`src/rtl/oyz_pkg.sv`:
```
// ----------------------------------------------------------------------------
// oyz_pkg: shared types and constants
// micro-op table, cordic angle table, command and status structs for the
// odometry yaw-zero euler unit
// ----------------------------------------------------------------------------
package oyz_pkg;

   localparam int CORDIC_STEPS_DEF = 16;

   localparam int STEP_W    = 5;
   localparam int CNT_W     = 6;
   localparam int PC_W      = 5;
   localparam int ACC_W     = 36;
   localparam int CW        = 38;
   localparam int ZW        = 34;
   localparam int SQ_W      = 57;
   localparam int ISQ_ITERS = 29;

   localparam logic signed [15:0] Q_ONE      = 16'sd16384;
   localparam logic signed [15:0] PITCH_LOCK = 16'sd16374;
   localparam logic signed [CW-1:0] CORDIC_KINV = 38'sd652032874;

   // micro-op program ranges
   localparam logic [PC_W-1:0] ZQ_FIRST  = 5'd0;
   localparam logic [PC_W-1:0] ZQ_LAST   = 5'd7;
   localparam logic [PC_W-1:0] DCM_FIRST = 5'd8;
   localparam logic [PC_W-1:0] DCM_LAST  = 5'd25;

   // multiplier operand selects
   localparam logic [3:0] OP_RW = 4'd0;
   localparam logic [3:0] OP_RX = 4'd1;
   localparam logic [3:0] OP_RY = 4'd2;
   localparam logic [3:0] OP_RZ = 4'd3;
   localparam logic [3:0] OP_EA = 4'd4;
   localparam logic [3:0] OP_EB = 4'd5;
   localparam logic [3:0] OP_EC = 4'd6;
   localparam logic [3:0] OP_ED = 4'd7;
   localparam logic [3:0] OP_C  = 4'd8;
   localparam logic [3:0] OP_S  = 4'd9;

   // accumulator destinations
   localparam logic [3:0] DS_ZW  = 4'd0;
   localparam logic [3:0] DS_ZX  = 4'd1;
   localparam logic [3:0] DS_ZY  = 4'd2;
   localparam logic [3:0] DS_ZZ  = 4'd3;
   localparam logic [3:0] DS_D00 = 4'd4;
   localparam logic [3:0] DS_D02 = 4'd5;
   localparam logic [3:0] DS_D10 = 4'd6;
   localparam logic [3:0] DS_D12 = 4'd7;
   localparam logic [3:0] DS_D20 = 4'd8;
   localparam logic [3:0] DS_D21 = 4'd9;
   localparam logic [3:0] DS_D22 = 4'd10;

   // cordic operand sources and result destinations
   localparam logic [1:0] CD_PITCH = 2'd0;
   localparam logic [1:0] CD_ROLL  = 2'd1;
   localparam logic [1:0] CD_YAW   = 2'd2;
   localparam logic [1:0] CD_SC    = 2'd3;

   typedef struct packed {
      logic [3:0] a_sel;
      logic [3:0] b_sel;
      logic       neg;
      logic       first;
      logic       last;
      logic [3:0] dest;
   } uop_type;

   typedef struct packed {
      logic              load;
      logic              mac;
      logic [PC_W-1:0]   pc;
      logic              sq1;
      logic              sq2;
      logic              isq;
      logic              cd_load;
      logic [1:0]        cd_src;
      logic              cd_iter;
      logic [STEP_W-1:0] cd_step;
      logic              cd_store;
      logic              out_load;
   } cmd_type;

   typedef struct packed {
      logic cap_now;
   } sts_type;

   function automatic uop_type mk(input logic [3:0] a, input logic [3:0] b,
                                  input logic n, input logic f, input logic l,
                                  input logic [3:0] d);
      uop_type u;
      u.a_sel = a;
      u.b_sel = b;
      u.neg   = n;
      u.first = f;
      u.last  = l;
      u.dest  = d;
      return u;
   endfunction

   // zq = q * conj(cos, 0, 0, sin) then the direction cosine terms
   function automatic uop_type uop(input logic [PC_W-1:0] pc);
      uop_type u;
      u = '0;
      unique case (pc)
         5'd0:  u = mk(OP_RW, OP_C,  1'b0, 1'b1, 1'b0, DS_ZW);
         5'd1:  u = mk(OP_RZ, OP_S,  1'b0, 1'b0, 1'b1, DS_ZW);
         5'd2:  u = mk(OP_RX, OP_C,  1'b0, 1'b1, 1'b0, DS_ZX);
         5'd3:  u = mk(OP_RY, OP_S,  1'b1, 1'b0, 1'b1, DS_ZX);
         5'd4:  u = mk(OP_RX, OP_S,  1'b0, 1'b1, 1'b0, DS_ZY);
         5'd5:  u = mk(OP_RY, OP_C,  1'b0, 1'b0, 1'b1, DS_ZY);
         5'd6:  u = mk(OP_RZ, OP_C,  1'b0, 1'b1, 1'b0, DS_ZZ);
         5'd7:  u = mk(OP_RW, OP_S,  1'b1, 1'b0, 1'b1, DS_ZZ);
         5'd8:  u = mk(OP_EA, OP_EA, 1'b0, 1'b1, 1'b0, DS_D00);
         5'd9:  u = mk(OP_EB, OP_EB, 1'b0, 1'b0, 1'b0, DS_D00);
         5'd10: u = mk(OP_EC, OP_EC, 1'b1, 1'b0, 1'b0, DS_D00);
         5'd11: u = mk(OP_ED, OP_ED, 1'b1, 1'b0, 1'b1, DS_D00);
         5'd12: u = mk(OP_EA, OP_EC, 1'b0, 1'b1, 1'b0, DS_D02);
         5'd13: u = mk(OP_EB, OP_ED, 1'b0, 1'b0, 1'b1, DS_D02);
         5'd14: u = mk(OP_EB, OP_EC, 1'b0, 1'b1, 1'b0, DS_D10);
         5'd15: u = mk(OP_EA, OP_ED, 1'b0, 1'b0, 1'b1, DS_D10);
         5'd16: u = mk(OP_EC, OP_ED, 1'b0, 1'b1, 1'b0, DS_D12);
         5'd17: u = mk(OP_EA, OP_EB, 1'b1, 1'b0, 1'b1, DS_D12);
         5'd18: u = mk(OP_EB, OP_ED, 1'b0, 1'b1, 1'b0, DS_D20);
         5'd19: u = mk(OP_EA, OP_EC, 1'b1, 1'b0, 1'b1, DS_D20);
         5'd20: u = mk(OP_EA, OP_EB, 1'b0, 1'b1, 1'b0, DS_D21);
         5'd21: u = mk(OP_EC, OP_ED, 1'b0, 1'b0, 1'b1, DS_D21);
         5'd22: u = mk(OP_EA, OP_EA, 1'b0, 1'b1, 1'b0, DS_D22);
         5'd23: u = mk(OP_EB, OP_EB, 1'b1, 1'b0, 1'b0, DS_D22);
         5'd24: u = mk(OP_EC, OP_EC, 1'b1, 1'b0, 1'b0, DS_D22);
         5'd25: u = mk(OP_ED, OP_ED, 1'b0, 1'b0, 1'b1, DS_D22);
         default: u = '0;
      endcase
      return u;
   endfunction

   // atan(2^-i) as a 32-bit binary angle
   function automatic logic [31:0] atan_entry(input logic [STEP_W-1:0] i);
      logic [31:0] a;
      a = '0;
      unique case (i)
         5'd0:  a = 32'h20000000;
         5'd1:  a = 32'h12E4051E;
         5'd2:  a = 32'h09FB385B;
         5'd3:  a = 32'h051111D4;
         5'd4:  a = 32'h028B0D43;
         5'd5:  a = 32'h0145D7E1;
         5'd6:  a = 32'h00A2F61E;
         5'd7:  a = 32'h00517C55;
         5'd8:  a = 32'h0028BE53;
         5'd9:  a = 32'h00145F2F;
         5'd10: a = 32'h000A2F98;
         5'd11: a = 32'h000517CC;
         5'd12: a = 32'h00028BE6;
         5'd13: a = 32'h000145F3;
         5'd14: a = 32'h0000A2FA;
         5'd15: a = 32'h0000517D;
         5'd16: a = 32'h000028BE;
         5'd17: a = 32'h0000145F;
         5'd18: a = 32'h00000A30;
         5'd19: a = 32'h00000518;
         5'd20: a = 32'h0000028C;
         5'd21: a = 32'h00000146;
         5'd22: a = 32'h000000A3;
         5'd23: a = 32'h00000051;
         default: a = '0;
      endcase
      return a;
   endfunction

endpackage

```
`src/rtl/oyz_ctrl.sv`:
```
// ----------------------------------------------------------------------------
// oyz_ctrl: sequencer
// walks one request through the multiply, square root and cordic phases
// ----------------------------------------------------------------------------
module oyz_ctrl #(
   parameter int CORDIC_STEPS = oyz_pkg::CORDIC_STEPS_DEF
) (
   input  logic             clock,
   input  logic             reset,
   input  logic             req_tvalid,
   output logic             req_tready,
   output logic             rsp_tvalid,
   input  logic             rsp_tready,
   input  oyz_pkg::sts_type sts,
   output oyz_pkg::cmd_type cmd
);
   import oyz_pkg::*;

   localparam logic [3:0] S_IDLE    = 4'd0;
   localparam logic [3:0] S_ZQ      = 4'd1;
   localparam logic [3:0] S_ZQ_END  = 4'd2;
   localparam logic [3:0] S_DCM     = 4'd3;
   localparam logic [3:0] S_DCM_END = 4'd4;
   localparam logic [3:0] S_SQ1     = 4'd5;
   localparam logic [3:0] S_SQ2     = 4'd6;
   localparam logic [3:0] S_ISQ     = 4'd7;
   localparam logic [3:0] S_PITCH   = 4'd8;
   localparam logic [3:0] S_ROLL    = 4'd9;
   localparam logic [3:0] S_YAW     = 4'd10;
   localparam logic [3:0] S_SC      = 4'd11;
   localparam logic [3:0] S_DONE    = 4'd12;

   localparam logic [CNT_W-1:0] CD_END = CNT_W'(CORDIC_STEPS + 1);

   logic [3:0]       state_ff, state_in, nxt;
   logic [CNT_W-1:0] cnt_ff, cnt_in;
   logic [PC_W-1:0]  pc_ff, pc_in;
   logic             cap_ff, cap_in;
   logic             rsp_valid_ff, rsp_valid_in;
   logic             cord;

   always_comb begin
      cmd          = '0;
      cmd.pc       = pc_ff;
      cmd.cd_step  = STEP_W'(cnt_ff - CNT_W'(1));
      state_in     = state_ff;
      cnt_in       = cnt_ff;
      pc_in        = pc_ff;
      cap_in       = cap_ff;
      rsp_valid_in = rsp_valid_ff & ~rsp_tready;
      cord         = 1'b0;
      nxt          = S_IDLE;
      unique case (state_ff)
         S_IDLE: begin
            if (req_tvalid) begin
               cmd.load = 1'b1;
               cap_in   = sts.cap_now;
               cnt_in   = '0;
               pc_in    = sts.cap_now ? DCM_FIRST : ZQ_FIRST;
               state_in = sts.cap_now ? S_DCM : S_ZQ;
            end
         end
         S_ZQ: begin
            cmd.mac = 1'b1;
            pc_in   = pc_ff + PC_W'(1);
            if (pc_ff == ZQ_LAST) state_in = S_ZQ_END;
         end
         S_ZQ_END: state_in = cap_ff ? S_DONE : S_DCM;
         S_DCM: begin
            cmd.mac = 1'b1;
            pc_in   = pc_ff + PC_W'(1);
            if (pc_ff == DCM_LAST) state_in = S_DCM_END;
         end
         S_DCM_END: state_in = S_SQ1;
         S_SQ1: begin
            cmd.sq1  = 1'b1;
            state_in = S_SQ2;
         end
         S_SQ2: begin
            cmd.sq2  = 1'b1;
            cnt_in   = '0;
            state_in = S_ISQ;
         end
         S_ISQ: begin
            cmd.isq = 1'b1;
            cnt_in  = cnt_ff + CNT_W'(1);
            if (cnt_ff == CNT_W'(ISQ_ITERS - 1)) begin
               cnt_in   = '0;
               state_in = S_PITCH;
            end
         end
         S_PITCH: begin
            cord       = 1'b1;
            cmd.cd_src = CD_PITCH;
            nxt        = S_ROLL;
         end
         S_ROLL: begin
            cord       = 1'b1;
            cmd.cd_src = CD_ROLL;
            nxt        = S_YAW;
         end
         S_YAW: begin
            cord       = 1'b1;
            cmd.cd_src = CD_YAW;
            nxt        = cap_ff ? S_SC : S_DONE;
         end
         S_SC: begin
            cord       = 1'b1;
            cmd.cd_src = CD_SC;
            nxt        = S_ZQ;
            pc_in      = ZQ_FIRST;
         end
         S_DONE: begin
            if (!rsp_valid_ff || rsp_tready) begin
               cmd.out_load = 1'b1;
               rsp_valid_in = 1'b1;
               state_in     = S_IDLE;
            end
         end
         default: state_in = S_IDLE;
      endcase

      // load, iterate, store for one cordic run
      if (cord) begin
         if (cnt_ff == '0) begin
            cmd.cd_load = 1'b1;
            cnt_in      = cnt_ff + CNT_W'(1);
         end else if (cnt_ff == CD_END) begin
            cmd.cd_store = 1'b1;
            cnt_in       = '0;
            state_in     = nxt;
         end else begin
            cmd.cd_iter = 1'b1;
            cnt_in      = cnt_ff + CNT_W'(1);
         end
      end
   end

   always_ff @(posedge clock) begin
      if (reset) begin
         state_ff     <= S_IDLE;
         cnt_ff       <= '0;
         pc_ff        <= '0;
         cap_ff       <= 1'b0;
         rsp_valid_ff <= 1'b0;
      end else begin
         state_ff     <= state_in;
         cnt_ff       <= cnt_in;
         pc_ff        <= pc_in;
         cap_ff       <= cap_in;
         rsp_valid_ff <= rsp_valid_in;
      end
   end

   assign req_tready = (state_ff == S_IDLE);
   assign rsp_tvalid = rsp_valid_ff;

`ifndef SYNTH
   a_leave_idle: assert property (@(posedge clock) disable iff (reset)
      (req_tvalid && req_tready) |=> (state_ff != S_IDLE))
      else $error("sequencer stayed idle after a request");
   a_no_overwrite: assert property (@(posedge clock) disable iff (reset)
      cmd.out_load |-> (!rsp_valid_ff || rsp_tready))
      else $error("result overwritten before it was taken");
   a_isq_bound: assert property (@(posedge clock) disable iff (reset)
      (state_ff == S_ISQ) |-> (cnt_ff < CNT_W'(ISQ_ITERS)))
      else $error("square root step count overran");
`endif

endmodule

```
`config.mk`:
```
export PLATFORM = sky130hd
export DESIGN_NAME = oyz_ctrl
export DESIGN_NICKNAME = d
export VERILOG_FILES = /design/src/rtl/oyz_pkg.sv /design/src/rtl/oyz_ctrl.sv
export SDC_FILE = /design/constraint.sdc
export NUM_CORES = 1
export LEC_CHECK = 0
export BUFFER_PORTS_ARGS = -buffer_cell sky130_fd_sc_hd__buf_2
export CORE_ASPECT_RATIO = 1.1
export CORE_MARGIN = 2
export CORE_UTILIZATION = 35
export CTS_BUF_LIST = sky130_fd_sc_hd__clkbuf_16
export CTS_CLUSTER_SIZE = 40
export DETAILED_ROUTE_END_ITERATION = 10
export PLACE_DENSITY = 0.56
export SLEW_MARGIN = 0
export SYNTH_ARGS = -nofsm -noshare
export SYNTH_HDL_FRONTEND = slang
export SYNTH_SLANG_ARGS = --single-unit
```
`constraint.sdc`:
```
create_clock -name clock -period 2.9 [get_ports clock]
set_input_delay 0.87 -clock clock [delete_from_list [all_inputs] [get_ports clock]]
set_output_delay 0.87 -clock clock [all_outputs]
set_load 0.02 [all_outputs]
```
==> run_results.csv, run 1 <==
group,metric,value,unit
run_status,outcome,"completed",
synthesis,ys_seq_elements,17,
sta,setup_tns,0,ns
sta,slew_headroom,0.6412,
power_and_ir_drop,sw_frac_of_total,0.3723,
min_path,hold_path.class,"reg2reg",
sta,fin_crit,2.762,ns
clock_network,htree_levels,1,
placed_design,place_congestion,0.9256,
worst_setup_path,critical_path.top_delay_family,"simple AND/OR/NAND/NOR gates",
power_and_ir_drop,power.leakage,0.6349,nW
route,firstDrtPassIters,4,
clock_network,cts_tree,"done",
sta,clock_skew,0.003335,ns
finish,nFillCells,409,
grt,antenna_found_initial,0,
sta,hold-worst-slack,0.5155,ns
synthesis,synthDistinctLibCells,51,
route,routedWlPerCell,13.78,µm
route,ant_nets,0,
synthesis,avgSynthCellArea,7.432,µm²
worst_setup_path,endpoint_kind,"output port",
clock_network,cts_root_buf,"clkbuf_16",
worst_setup_path,cp_max_fo,15,
synthesis,ys_seq_area_frac,0.2516,
finish,fin_util,0.4324,
grt,grt_max_degree,20,
die,start_util,0.3672,
worst_setup_path,crit_buf_inv,2,
finish,syn_to_final_growth,17.76,%
power_and_ir_drop,powerDensity,558.2,mW/mm²
power_and_ir_drop,p_clk_frac,0.324,
sta,tightest_slew,0.5375,ns
grt,grt_util_all_layers,0.1637,
worst_setup_path,worstPathRequired,2.03,ns
finish,fin_nets,214,
route,vias_per_cell,5.538,
placed_design,hpwl,2638,µm
power_and_ir_drop,p_sw,331.1,µW
sta,post-route-period-util,0.9523,
clock_network,cts_sinks,17,
die,die-area,0.004378,mm²
route,drtIter0Drc,66,
sta,max_freq,362.1,MHz
power_and_ir_drop,p_int,558.1,µW
clock_network,numCtsBuffers,3,
grt,gr-total-overflow,0,
finish,ff_latch_area,340.3,µm²
placed_design,portBuffers,27,
synthesis,ys_async_sr_fraction,0,
die,die_height,69.20,µm
sta,finalHoldViolations,0,
flow_run,cap_violations,0,
finish,final_common_cell,"buf_2",
grt,grt_pass1_wl,5927,µm
power_and_ir_drop,ir_drop,0.0003055,V
sta,rsz0062_at_grt,"no",
worst_setup_path,path_class,"reg2out",
die,fp.dieW,63.27,µm
grt,grt_pass1_vias,1315,
route,drc,0,
finish,layout_common_cells,"buf_2 (27), nor2_1 (18), dfxtp_1 (17), inv_1 (15), a21oi_1 (14)",
die,coreArea,0.003684,mm²
clock_network,clock_latency,0.25,ns
clock_network,cts_setup_buffers,0,
clock_network,ctsResizeCount,0,
sta,finalMaxSlewViolations,0,
worst_setup_path,cp.arrival,1.89,ns
synthesis,ys.flop_type,"dfxtp_1",
worst_setup_path,rr_worst_depth,4,
finish,multiInputGateArea,900.9,µm²
die,io_pins,28,
route,finalWirelength,3487,µm
synthesis,syn-instance-count,182,
clock_network,cts.reportedPaths.clkPinSlew,0.06,ns
clock_network,cts_hold_buffers,0,
route,vias,1401,
synthesis,synth_fp_nets,192,
synthesis,synth_edf_count,0,
min_path,hold_path_depth,2,
sta,finalSetupViolations,0,
power_and_ir_drop,power.share.sequential,0.335,
synthesis,yosysWarningCount,0,
worst_setup_path,crit_path_cell_trace,"nand2b_1, or3_4, inv_1, buf_2",
finish,antenna_cells,0,
worst_setup_path,cp_num_cells,4,
worst_setup_path,crit_slowest_cell,"dfxtp_1",
worst_setup_path,critPathLaunchType,"register",
power_and_ir_drop,combPwrFrac,0.341,
finish,drive_gt1_frac,0.1921,
clock_network,cts_max_path_buffers,2,
worst_setup_path,cpPeakStageDelay,0.61,ns
synthesis,netlist_area,0.001353,mm²
die,num_rows,23,
sequential cells by signal (all words and copies together) (netlist names):
register	flops
rsp_tvalid	1
cnt_ff	6
state_ff	4
pc_ff	5
cap_ff	1
final timing paths:
kind	from	endpoint	slack (ns)
min	cnt_ff[1]$_SDFFE_PP0P_	cnt_ff[1]$_SDFFE_PP0P_	0.52
max reg2reg	state_ff[3]$_SDFF_PP0_	state_ff[0]$_SDFF_PP0_	1.05
min reg2reg	cnt_ff[1]$_SDFFE_PP0P_	cnt_ff[1]$_SDFFE_PP0P_	0.52
max	state_ff[3]$_SDFF_PP0_	cmd[1]	0.14
cell usage after synthesis, types with 3 or more instances:
library cell	count	area share
a211oi_1	4	0.022
a21oi_1	14	0.052
a31oi_1	7	0.032
and2_1	3	0.014
buf_2	7	0.026
clkbuf_1	4	0.011
dfxtp_1	17	0.25
ha_1	5	0.046
inv_1	15	0.042
nand2_1	12	0.033
nand2b_1	4	0.018
nand3_1	5	0.018
nor2_1	18	0.050
nor2b_1	3	0.014
nor3_1	8	0.030
o21ai_0	11	0.041
o221ai_1	3	0.019
o31a_1	3	0.019
routing by layer:
metal	share of wire	wire, µm	GRT usage
met5	0	0	0
met3	0.047	163	0.04058
met1	0.45	1561	0.2020
met4	0.012	41	0.04348
met2	0.49	1720	0.2825
power by group through the flow:
stage / clock network (mW) / registers [mW] / logic (mW)
floorplan: 0 / 0.287 / 0.238
global placement: 0 / 0.301 / 0.302
detailed placement: 0 / 0.302 / 0.303
CTS: 0.297 / 0.297 / 0.305
global route: 0.308 / 0.304 / 0.338
finish: 0.288 / 0.298 / 0.303
final cells by class:
type                    count  area share
flip-flops and latches     17      0.2137
well taps                  50     0.03928
repair buffers             29     0.09427
multi-input cells         138      0.5656
clock inverters             1    0.004713
clock buffers               3     0.04713
inverters                  15     0.03535
cells by family (layout without fill, tap and decap cells):
kind of cell	Yosys count	after routing	share of synthesized area
flip-flops	17	17	0.2516
buffers and inverters	27	48	0.08232
AO/OA/AOI/OAI	56	56	0.2877
multiplexers	2	2	0.01573
XOR/XNOR	3	3	0.01943
AND/OR/NAND/NOR	72	72	0.2970
adder cells (fa/ha/maj)	5	5	0.04625
worst reg2reg max path, stage by stage, from the launching register on:
cell and delay (ns):
dfxtp_1 0.61, nand2b_1 0.31, or3_4 0.49, a2bb2oi_1 0.16
a31oi_1 0.21
stage by stage:
step,setup slack [ns],area [µm²],cells,power [mW]
2_1_floorplan,0.3931,1353,182,0.5245
3_3_place_gp,0.4746,1510,249,0.6035
3_5_place_dp,0.4316,1510,249,0.6051
4_1_cts,0.1473,1593,253,0.8985
5_1_grt,0.01779,1593,253,0.9498
6_report,0.1383,1593,253,0.8891
(Power assumes the default switching activity.)
==> run 2, diff against run 1 <==
--- a/config.mk
+++ b/config.mk
@@ -12,6 +12,7 @@
 export CTS_BUF_LIST = sky130_fd_sc_hd__clkbuf_16
 export CTS_CLUSTER_SIZE = 40
 export DETAILED_ROUTE_END_ITERATION = 10
+export GPL_TIMING_DRIVEN = 0
 export PLACE_DENSITY = 0.56
 export SLEW_MARGIN = 0
 export SYNTH_ARGS = -nofsm -noshare
==> constraint.sdc (replaced) <==
create_clock -name clock -period 3.15 [get_ports clock]
set_input_delay 0.945 -clock clock [delete_from_list [all_inputs] [get_ports clock]]
set_output_delay 0.945 -clock clock [all_outputs]
set_load 0.02 [all_outputs]
==> run 2 against run 1 <==
- via count is 1.8% higher
- power fell by 7.3%
- flip-flop and latch count stayed put
- critical path type unchanged
- largest cell class unchanged
- highest routed layer unchanged
==> run_results.csv, run 2 (synthesis gave the netlist of run 1 again) <==
group,metric,value,unit
run_status,outcome,"completed",
grt,antenna_found_initial,0,
route,vias_per_cell,5.422,
worst_setup_path,crit_buf_inv,2,
worst_setup_path,worstPathRequired,2.20,ns
finish,drive_gt1_frac,0.2066,
min_path,hp-start,"cnt_ff[1]$_SDFFE_PP0P_",
min_path,hold_end,"cnt_ff[1]$_SDFFE_PP0P_",
grt,grt_pass1_wl,6285,µm
finish,fin_util,0.4423,
worst_setup_path,rr_worst_depth,5,
sta,tightest_slew,0.5666,ns
worst_setup_path,cp.arrival,1.76,ns
die,die-area,0.004378,mm²
clock_network,cts_setup_buffers,0,
route,routedWlPerCell,14.25,µm
sta,post-route-period-util,0.8594,
sta,max_freq,369.4,MHz
die,die_height,69.20,µm
worst_setup_path,r2r_end,"pc_ff[2]$_SDFFE_PP0P_",
worst_setup_path,crit_slowest_cell,"dfxtp_1",
power_and_ir_drop,powerDensity,506.1,mW/mm²
finish,final_common_cell,"buf_2",
finish,layout_common_cells,"buf_2 (34), nor2_1 (18), dfxtp_1 (17), inv_1 (16), a21oi_1 (14)",
route,drtIter0Drc,82,
sta,finalMaxSlewViolations,0,
worst_setup_path,path_class,"reg2out",
worst_setup_path,cp_max_fo,7,
finish,antenna_cells,0,
die,fp.dieW,63.27,µm
grt,gr-total-overflow,0,
die,coreArea,0.003684,mm²
sta,clock_skew,0.005641,ns
worst_setup_path,timing.reg2reg.setup_slack,1.42,ns
finish,fin_nets,224,
route,finalWirelength,3747,µm
clock_network,cts_tree,"done",
placed_design,placed_cells_incl_taps,259,
placed_design,place_congestion,0.8157,
clock_network,cts_max_path_buffers,2,
flow_run,cap_violations,0,
power_and_ir_drop,power.leakage,0.6765,nW
sta,hold-worst-slack,0.5234,ns
clock_network,numCtsBuffers,3,
worst_setup_path,cpPeakStageDelay,0.43,ns
sta,finalSetupViolations,0,
clock_network,cts_hold_buffers,0,
finish,nFillCells,419,
grt,grt_pass1_vias,1324,
clock_network,ctsResizeCount,0,
finish,final_cells,263,
clock_network,cts_sinks,17,
sta,rsz0062_at_grt,"no",
die,num_rows,23,
sta,finalHoldViolations,0,
power_and_ir_drop,ir_drop,0.0002500,V
sta,slew_headroom,0.6215,
finish,syn_to_final_growth,20.44,%
finish,multiInputGateArea,900.9,µm²
finish,ff_latch_area,340.3,µm²
clock_network,cts_root_buf,"clkbuf_16",
placed_design,portBuffers,27,
placed_design,hpwl,2810,µm
finish,top_regs,"cnt_ff (6), pc_ff (5), state_ff (4)",
route,vias,1426,
min_path,hold_path_depth,2,
route,drc,0,
route,firstDrtPassIters,5,
die,start_util,0.3672,
clock_network,htree_levels,1,
grt,grt_max_degree,11,
clock_network,clock_latency,0.25,ns
worst_setup_path,r2r-start,"state_ff[1]$_SDFF_PP0_",
finish,top_register,"cnt_ff",
route,ant_nets,0,
worst_setup_path,crit_path_cell_trace,"inv_1, ha_1, mux2_2, a21oi_1, buf_2",
sta,setup_tns,0,ns
die,io_pins,28,
worst_setup_path,critical_path.top_delay_family,"flip-flops",
min_path,hold_path.class,"reg2reg",
clock_network,cts.reportedPaths.clkPinSlew,0.05,ns
sta,fin_crit,2.707,ns
finish,largest_reg_flops,6,
worst_setup_path,endpoint_kind,"output port",
grt,grt_util_all_layers,0.1772,
worst_setup_path,critPathLaunchType,"register",
run 2: cell types whose count changed in the layout (fill, tap and decap cells not counted):
| cell | delta |
|---|---|
| buf_4 | -2 |
| inv_1 | +1 |
| clkbuf_1 | +4 |
| buf_2 | +7 |
| clkbuf_2 | +1 |
| clkinvlp_4 | -1 |
run 2: cell type report:
cell class | count | area share
tap | 50 | 0.03840
timing repair buffer | 27 | 0.08295
inverter | 15 | 0.03456
clock inverter | 1 | 0.002304
sequential | 17 | 0.2089
multi-input combinational | 138 | 0.5530
buffer | 12 | 0.03379
clock buffer | 3 | 0.04608
run 2: report_power, final:
| part | switching (mW) | total [mW] | internal (mW) |
|---|---|---|---|
| registers | 0.0226 | 0.257 | 0.234 |
| clock network | 0.0906 | 0.260 | 0.169 |
| logic | 0.195 | 0.308 | 0.113 |
| total | 0.309 | 0.825 | 0.516 |
run 2: through the flow:
step / power (mW) / worst slack (ns) / area [µm²]
after CTS: 0.8281 / 0.4392 / 1629
after floorplan: 0.4829 / 0.5681 / 1353
after global routing: 0.8692 / 0.3513 / 1629
after global placement: 0.5676 / 0.7192 / 1550
after detailed placement: 0.5677 / 0.7092 / 1550
final: 0.8245 / 0.4430 / 1629
run 2: worst max path at each step:
stage / start / end / slack, ns / cells after the start
after CTS: cnt_ff[0]$_SDFFE_PP0P_ / cmd[7] / 0.44 / 5
after global routing: cnt_ff[0]$_SDFFE_PP0P_ / cmd[6] / 0.35 / 6
after detailed placement: cnt_ff[0]$_SDFFE_PP0P_ / cmd[7] / 0.71 / 5
after floorplan: state_ff[3]$_SDFF_PP0_ / cmd[20] / 0.57 / 3
final: cnt_ff[0]$_SDFFE_PP0P_ / cmd[7] / 0.44 / 5
after global placement: cnt_ff[0]$_SDFFE_PP0P_ / cmd[7] / 0.72 / 5
run 2: tightest hold or removal path, delay by kind of cell (launching register included):
kind,cells,cell delay [ns]
AND/OR/NAND/NOR,1,0.06
AO/OA/AOI/OAI,1,0.07
flip-flops,1,0.34
run 2: metal layers:
metal	routed length, µm	track usage	vias up
met5	0	0	-
met4	53	0.06280	0
met3	171	0.02273	5
met2	1758	0.2813	42
met1	1763	0.2460	659
li1	-	-	720
